$ cat src/sv/ecee_pkg.sv
`timescale 1ns / 1ps

package ecee_pkg;

    // escape codes
    localparam logic [7:0] ESC_LEAD = 8'hAA;
    localparam logic [7:0] MARK_A   = 8'h55;
    localparam logic [7:0] MARK_B   = 8'hAA;
    localparam logic [7:0] SUB_A    = 8'h5A;
    localparam logic [7:0] SUB_B    = 8'hA5;

    localparam logic [15:0] GAP_RESET = 16'd1;

    // default depth of the queue between front and back
    localparam int QUEUE_DEPTH = 4;

    // input beat
    typedef struct packed {
        logic [15:0] sample;
        logic [15:0] upper_bound;
        logic [15:0] lower_bound;
    } t_in;

    // output beat
    typedef struct packed {
        logic [7:0] out_byte;
        logic       byte_valid;
        logic       last;
        logic       out_of_envelope;
        logic       ng_latched;
    } t_out;

    // classified sample as queued for the back end
    typedef struct packed {
        logic [3:0][7:0] bytes;
        logic [1:0]      last_idx;
        logic            sent;
        logic            oor;
        logic            ng;
    } t_entry;

    // escaped form of one byte
    typedef struct packed {
        logic       two;
        logic [7:0] b0;
        logic [7:0] b1;
    } t_esc;

    function automatic t_esc escape_byte(input logic [7:0] b);
        t_esc e;
        e.two = 1'b0;
        e.b0  = b;
        e.b1  = 8'h00;
        if (b == MARK_A) begin
            e.two = 1'b1;
            e.b0  = ESC_LEAD;
            e.b1  = SUB_A;
        end else if (b == MARK_B) begin
            e.two = 1'b1;
            e.b0  = ESC_LEAD;
            e.b1  = SUB_B;
        end
        return e;
    endfunction

endpackage

$ cat src/sv/ecee_front.sv
`timescale 1ns / 1ps

module ecee_front (
    input  logic                  i_clk,
    input  logic                  i_rst_n,
    input  logic                  i_cfg_we,
    input  logic [15:0]           i_cfg_data,
    input  logic                  i_accept,
    input  ecee_pkg::t_in         i_item,
    output ecee_pkg::t_entry      o_entry
);
    import ecee_pkg::*;

    logic [15:0] r_gap;
    logic [15:0] r_count;
    logic        r_ng;
    logic [15:0] n_count;
    logic        n_ng;

    logic        oor;
    logic [15:0] gap;
    logic [16:0] cnt_inc;
    t_esc        esc_hi;
    t_esc        esc_lo;

    // envelope verdict and sticky flag
    assign oor  = (i_item.sample > i_item.upper_bound) ||
                  (i_item.sample < i_item.lower_bound);
    assign n_ng = r_ng | oor;

    // decimation counter, a gap of zero acts as one
    assign gap     = (r_gap == 16'd0) ? 16'd1 : r_gap;
    assign cnt_inc = {1'b0, r_count} + 17'd1;
    assign n_count = (cnt_inc >= {1'b0, gap}) ? 16'd0 : cnt_inc[15:0];

    // escape both bytes, high byte first
    assign esc_hi = escape_byte(i_item.sample[15:8]);
    assign esc_lo = escape_byte(i_item.sample[7:0]);

    always_comb begin
        o_entry.bytes    = '0;
        o_entry.last_idx = 2'd0;
        o_entry.sent     = (r_count == 16'd0);
        o_entry.oor      = oor;
        o_entry.ng       = n_ng;
        if (o_entry.sent) begin
            o_entry.bytes[0] = esc_hi.b0;
            if (esc_hi.two) begin
                o_entry.bytes[1] = esc_hi.b1;
                o_entry.bytes[2] = esc_lo.b0;
                o_entry.bytes[3] = esc_lo.b1;
            end else begin
                o_entry.bytes[1] = esc_lo.b0;
                o_entry.bytes[2] = esc_lo.b1;
            end
            o_entry.last_idx = 2'd1 + {1'b0, esc_hi.two} + {1'b0, esc_lo.two};
        end
    end

    // state update
    always_ff @(posedge i_clk) begin
        if (!i_rst_n) begin
            r_gap   <= GAP_RESET;
            r_count <= 16'd0;
            r_ng    <= 1'b0;
        end else begin
            if (i_cfg_we) begin
                r_gap <= i_cfg_data;
            end
            if (i_accept) begin
                r_count <= n_count;
                r_ng    <= n_ng;
            end
        end
    end

endmodule

$ cat src/sv/ecee_queue.sv
`timescale 1ns / 1ps

module ecee_queue #(
    parameter int P_DEPTH = ecee_pkg::QUEUE_DEPTH
) (
    input  logic                  i_clk,
    input  logic                  i_rst_n,
    input  logic                  i_push,
    input  ecee_pkg::t_entry      i_data,
    input  logic                  i_pop,
    output ecee_pkg::t_entry      o_head,
    output logic                  o_empty,
    output logic                  o_full
);
    import ecee_pkg::*;

    localparam int PW = $clog2(P_DEPTH);
    localparam int CW = $clog2(P_DEPTH + 1);
    localparam logic [PW-1:0] PTR_LAST = PW'(P_DEPTH - 1);
    localparam logic [CW-1:0] CNT_FULL = CW'(P_DEPTH);

    t_entry        r_mem [P_DEPTH];
    logic [PW-1:0] r_wr;
    logic [PW-1:0] r_rd;
    logic [CW-1:0] r_cnt;
    logic          do_push;
    logic          do_pop;

    assign o_empty = (r_cnt == '0);
    assign o_full  = (r_cnt == CNT_FULL);
    assign o_head  = r_mem[r_rd];
    assign do_push = i_push && !o_full;
    assign do_pop  = i_pop && !o_empty;

    // storage
    always_ff @(posedge i_clk) begin
        if (do_push) begin
            r_mem[r_wr] <= i_data;
        end
    end

    // pointers and fill count
    always_ff @(posedge i_clk) begin
        if (!i_rst_n) begin
            r_wr  <= '0;
            r_rd  <= '0;
            r_cnt <= '0;
        end else begin
            if (do_push) begin
                r_wr <= (r_wr == PTR_LAST) ? '0 : r_wr + PW'(1);
            end
            if (do_pop) begin
                r_rd <= (r_rd == PTR_LAST) ? '0 : r_rd + PW'(1);
            end
            if (do_push && !do_pop) begin
                r_cnt <= r_cnt + CW'(1);
            end else if (do_pop && !do_push) begin
                r_cnt <= r_cnt - CW'(1);
            end
        end
    end

endmodule

$ cat src/sv/ecee_back.sv
`timescale 1ns / 1ps

module ecee_back (
    input  logic                  i_clk,
    input  logic                  i_rst_n,
    input  ecee_pkg::t_entry      i_head,
    input  logic                  i_empty,
    output logic                  o_pop,
    output logic                  o_out_valid,
    input  logic                  i_out_ready,
    output ecee_pkg::t_out        o_out_data
);
    import ecee_pkg::*;

    logic [1:0] r_idx;
    logic [1:0] n_idx;
    logic       r_valid;
    t_out       r_data;
    t_out       n_data;
    logic       load;
    logic       at_last;

    // output register takes a new beat when empty or being drained
    assign load    = (!r_valid || i_out_ready) && !i_empty;
    assign at_last = (r_idx == i_head.last_idx);
    assign o_pop   = load && at_last;
    assign n_idx   = at_last ? 2'd0 : r_idx + 2'd1;

    // one result of the head sample
    always_comb begin
        n_data.out_byte        = i_head.bytes[r_idx];
        n_data.byte_valid      = i_head.sent;
        n_data.last            = at_last;
        n_data.out_of_envelope = i_head.oor;
        n_data.ng_latched      = i_head.ng;
    end

    always_ff @(posedge i_clk) begin
        if (!i_rst_n) begin
            r_idx   <= 2'd0;
            r_valid <= 1'b0;
        end else begin
            if (load) begin
                r_idx   <= n_idx;
                r_valid <= 1'b1;
            end else if (i_out_ready) begin
                r_valid <= 1'b0;
            end
        end
    end

    always_ff @(posedge i_clk) begin
        if (load) begin
            r_data <= n_data;
        end
    end

    assign o_out_valid = r_valid;
    assign o_out_data  = r_data;

endmodule

$ cat src/sv/envelope_check_escape_encoder.sv
`timescale 1ns / 1ps
// the first result of a sample passes through the queue and then the back end's output register
// throughput: one result beat per cycle from the back end's output register while the receiver is ready,
//   so a skipped sample gives one beat and a sent sample 2 to 4 beats (one per escaped byte)
// the input is taken while the queue between front and back has room
// reset (synchronous, active low) clears the sticky flag, the decimation count, the queue
//   and the output valid, and sets the decimation gap to 1

module envelope_check_escape_encoder #(
    parameter int P_QUEUE_DEPTH = ecee_pkg::QUEUE_DEPTH
) (
    input  logic              i_clk,
    input  logic              i_rst_n,
    input  logic              i_cfg_we,
    input  logic [15:0]       i_cfg_data,
    input  logic              i_in_valid,
    output logic              o_in_ready,
    input  ecee_pkg::t_in     i_in_data,
    output logic              o_out_valid,
    input  logic              i_out_ready,
    output ecee_pkg::t_out    o_out_data
);
    import ecee_pkg::*;

    t_entry entry;
    t_entry head;
    logic   accept;
    logic   q_empty;
    logic   q_full;
    logic   pop;

    assign o_in_ready = !q_full;
    assign accept     = i_in_valid && !q_full;

    // classify and escape
    ecee_front u_front (
        .i_clk      (i_clk),
        .i_rst_n    (i_rst_n),
        .i_cfg_we   (i_cfg_we),
        .i_cfg_data (i_cfg_data),
        .i_accept   (accept),
        .i_item     (i_in_data),
        .o_entry    (entry)
    );

    // decoupling queue
    ecee_queue #(
        .P_DEPTH (P_QUEUE_DEPTH)
    ) u_queue (
        .i_clk   (i_clk),
        .i_rst_n (i_rst_n),
        .i_push  (accept),
        .i_data  (entry),
        .i_pop   (pop),
        .o_head  (head),
        .o_empty (q_empty),
        .o_full  (q_full)
    );

    // byte emission
    ecee_back u_back (
        .i_clk       (i_clk),
        .i_rst_n     (i_rst_n),
        .i_head      (head),
        .i_empty     (q_empty),
        .o_pop       (pop),
        .o_out_valid (o_out_valid),
        .i_out_ready (i_out_ready),
        .o_out_data  (o_out_data)
    );

endmodule

$ cat config.mk
export PLATFORM = sky130hd
export DESIGN_NAME = envelope_check_escape_encoder
export DESIGN_NICKNAME = d
export VERILOG_FILES = /design/src/sv/ecee_pkg.sv /design/src/sv/ecee_front.sv /design/src/sv/ecee_queue.sv /design/src/sv/ecee_back.sv /design/src/sv/envelope_check_escape_encoder.sv
export SDC_FILE = /design/constraint.sdc
export NUM_CORES = 1
export LEC_CHECK = 0
export BUFFER_PORTS_ARGS = -buffer_cell sky130_fd_sc_hd__buf_4
export CORE_ASPECT_RATIO = 1.75
export CORE_MARGIN = 1
export CORE_UTILIZATION = 54
export DETAILED_ROUTE_END_ITERATION = 10
export PLACE_DENSITY = 0.77
export SLEW_MARGIN = 20
export SYNTH_ARGS = -nofsm -noshare
export SYNTH_HDL_FRONTEND = slang
export SYNTH_SLANG_ARGS = --single-unit
$ cat constraint.sdc
create_clock -name i_clk -period 2.88 [get_ports i_clk]
set_clock_uncertainty 0.05 [all_clocks]
set_input_delay 0 -clock i_clk [delete_from_list [all_inputs] [get_ports i_clk]]
set_output_delay 0 -clock i_clk [all_outputs]
set_load 0.05 [all_outputs]
==> impl_metrics.json <==
{
  "place_ws_ns": -0.00780,
  "ir_drop_mv": 0.360,
  "combPwrFrac": 0.293,
  "p_int_mw": 5.51,
  "grt_pass1_wl_um": 31300,
  "synth_area_per_cell_um2": 13.3,
  "fp.dieW_um": 98.5,
  "clock_sinks": 181,
  "htree_levels": 4,
  "synthFlopType": "edfxtp_1",
  "fmax_mhz": 355,
  "gr-usage-all-layers": 0.247,
  "via_count": 6024,
  "ios": 83,
  "slew_viol_final": 0,
  "wire_per_inst_um": 19.7,
  "antenna_left": 0,
  "drv_cap": 0,
  "seqPwrFrac": 0.423,
  "synth_cells": 661,
  "final.period_utilization": 0.977,
  "p_sw_frac": 0.321,
  "arrival_ns": 3.11,
  "tightestPinTransition_ns": 0.609,
  "dr.first_iter.drc_count": 288,
  "rows": 61,
  "root_buffer": "clkbuf_16",
  "die_y_um": 171,
  "dpl_cell_area_um2": 9760,
  "antenna_cells": 0,
  "dp_hpwl_um": 14000,
  "synth_top_area_cell": "edfxtp_1",
  "yosysUniqueCellTypes": 49,
  "dp_cells": 932,
  "worstSetupPathType": "flip-flop to flip-flop",
  "fin_util": 0.693,
  "synth-seq-area-share": 0.566,
  "ys_warn_count": 0,
  "clkLatencyLatePin_ns": 0.42,
  "rsz0062_at_grt": "yes",
  "outcome": "finished, violations left",
  "slew_headroom": 0.591,
  "fill_cells": 1044,
  "gp_congestion": 0.866,
  "synth.area.top_cells": "edfxtp_1 (46%), dfxtp_1 (10%), mux4_2 (10%)",
  "ys_async_sr_fraction": 0,
  "synth.top_cell.area_share": 0.464,
  "power_mw": 8.12,
  "synth_most_common_cell": "edfxtp_1",
  "synth_nets": 787,
  "layout.nets": 949,
  "start_util": 0.552,
  "clkPwrFrac": 0.285,
  "critPathCaptureType": "flip-flop",
  "postLayoutCellArea_um2": 11100,
  "drc": 4,
  "syn-cell-area_um2": 8810,
  "path_clk_slew_ns": 0.08,
  "core_um2": 16000,
  "p_leak_nw": 4.37,
  "io_buffer_count": 82,
  "dieArea_um2": 16800,
  "drive_gt1_frac": 0.257,
  "critPathMaxFanout": 7,
  "setup_ws_ns": 0.0653,
  "first_pass_iters": 7,
  "grt_max_degree": 46,
  "ys_ff_latch": 181,
  "violations": "design-rule violations",
  "period_needed_ns": 2.81,
  "setup-violations-final": 0,
  "routed_wirelength_um": 20200,
  "tritoncts": "built",
  "synth_edf_count": 136,
  "hold_viol_final": 0,
  "switching_power_mw": 2.61,
  "synthTopCellsByCount": "edfxtp_1 (136), inv_1 (58), ha_1 (56)",
  "clockBufferDepth": 2,
  "synthToLayoutAreaGrowth_pct": 25.5,
  "layout.cells.non_filler": 1025,
  "numCtsBuffers": 17,
  "power_density_nw_per_um2": 734,
  "cp-start-kind": "flip-flop",
  "antenna_found_initial": 0,
  "grt_pass1_vias": 6398,
  "cp.required_ns": 3.18,
  "avgViaCountPerCell": 5.88,
  "hp-class": "primary input to flip-flop",
  "gr-total-overflow": 0
}
## flip-flops by register name (all words and copies together), names as in the netlist, 2 cells and up, named ones only
register,count
u_queue.r_rd,2
u_back.o_out_data,12
u_front.r_gap,16
u_back.r_idx,2
u_queue.r_mem,124
u_queue.r_wr,2
u_front.r_count,16
u_queue.r_cnt,3
## worst max-delay path, stage by stage (launching register included)
cell and delay [ns]:
dfxtp_4 0.37, buf_6 0.11, nand4_1 0.25, nor4_2 0.33, xor2_1 0.34, ha_1 0.29, and3_1 0.16, nand3_2 0.09
a21oi_2 0.05, nor4_4 0.25, buf_4 0.21, a32oi_1 0.12, nor2b_1 0.14
## per-stage QoR
step	TNS [ns]	hold WS, ns
after floorplan	0	0.0785
after global placement	0	0.176
after detailed placement	-0.0178	0.200
after CTS	0	0.000815
after global routing	-0.870	0.0151
final	0	0.00445
## cells by family after synthesis
family	count (synthesis)	synth area share
AO/OA/AOI/OAI	82	0.0612
XOR/XNOR	17	0.0169
adder cells (fa/ha/maj)	57	0.0818
buffers and inverters	84	0.0402
flip-flops	181	0.566
multiplexers	56	0.119
AND/OR/NAND/NOR	184	0.115
## cell usage in the layout (no fill, tap or decap), types with 12 or more instances in the layout
cell type	synthesis	layout
edfxtp_1	136	136
buf_4	0	114
inv_1	58	58
ha_1	56	54
dlygate4sd3_1	0	51
mux4_2	39	39
nand2_1	36	36
nor2b_1	35	35
dfxtp_1	45	35
nor2_1	31	29
a21oi_1	29	28
mux2i_1	17	17
clkbuf_16	0	17
nand3_1	17	15
a32oi_1	14	14
nand4_1	12	12
## area by class of cell
cell class              count  area [µm²]  share of cell area
clock buffers              18         429              0.0388
clock inverters            14         178              0.0161
inverters                  58         218              0.0197
multi-input cells         396        3560               0.322
flip-flops and latches    181        5010               0.453
well taps                 189         236              0.0214
repair buffers            169        1420               0.128
## path summary, 6_finish.rpt
kind                            depth (start not counted)  slack, ns               start                   end
worst max-delay path                                   12       0.07  u_front.r_count[0]    u_front.r_count[2]
worst max register to register                         12       0.07  u_front.r_count[0]    u_front.r_count[2]
worst min register to register                          2       0.42        u_front.r_ng          u_front.r_ng
worst min-delay path                                    3      0.004       i_in_data[32]  u_queue.r_mem[1][21]
## per-layer routing
metal	part of all wire	up-vias	global-route usage
li1	-	2799	-
met1	0.34	2931	0.243
met2	0.57	225	0.475
met3	0.042	69	0.0408
met4	0.050	0	0.151
met5	0	-	0
## repair_timing
item / 4_1_cts / 5_1_grt
hold buffers: 51 / 0
resized for setup: 3 / 24
endpoints found under the setup margin: 7 / 16
hold endpoints to repair: 58 / 0
pin swaps: 0 / 14
buffers inserted: 0 / 10
## power groups by stage
| stage | combinational [mW] | clock [mW] | sequential [mW] |
|---|---|---|---|
| 2_1_floorplan | 1.28 | 0 | 3.78 |
| 3_3_place_gp | 2.24 | 0 | 3.46 |
| 3_5_place_dp | 2.31 | 0 | 3.49 |
| 4_1_cts | 2.38 | 2.35 | 3.43 |
| 5_1_grt | 2.54 | 2.45 | 3.46 |
| 6_report | 2.38 | 2.31 | 3.43 |
Note: power is estimated with default switching activity, not from simulation.
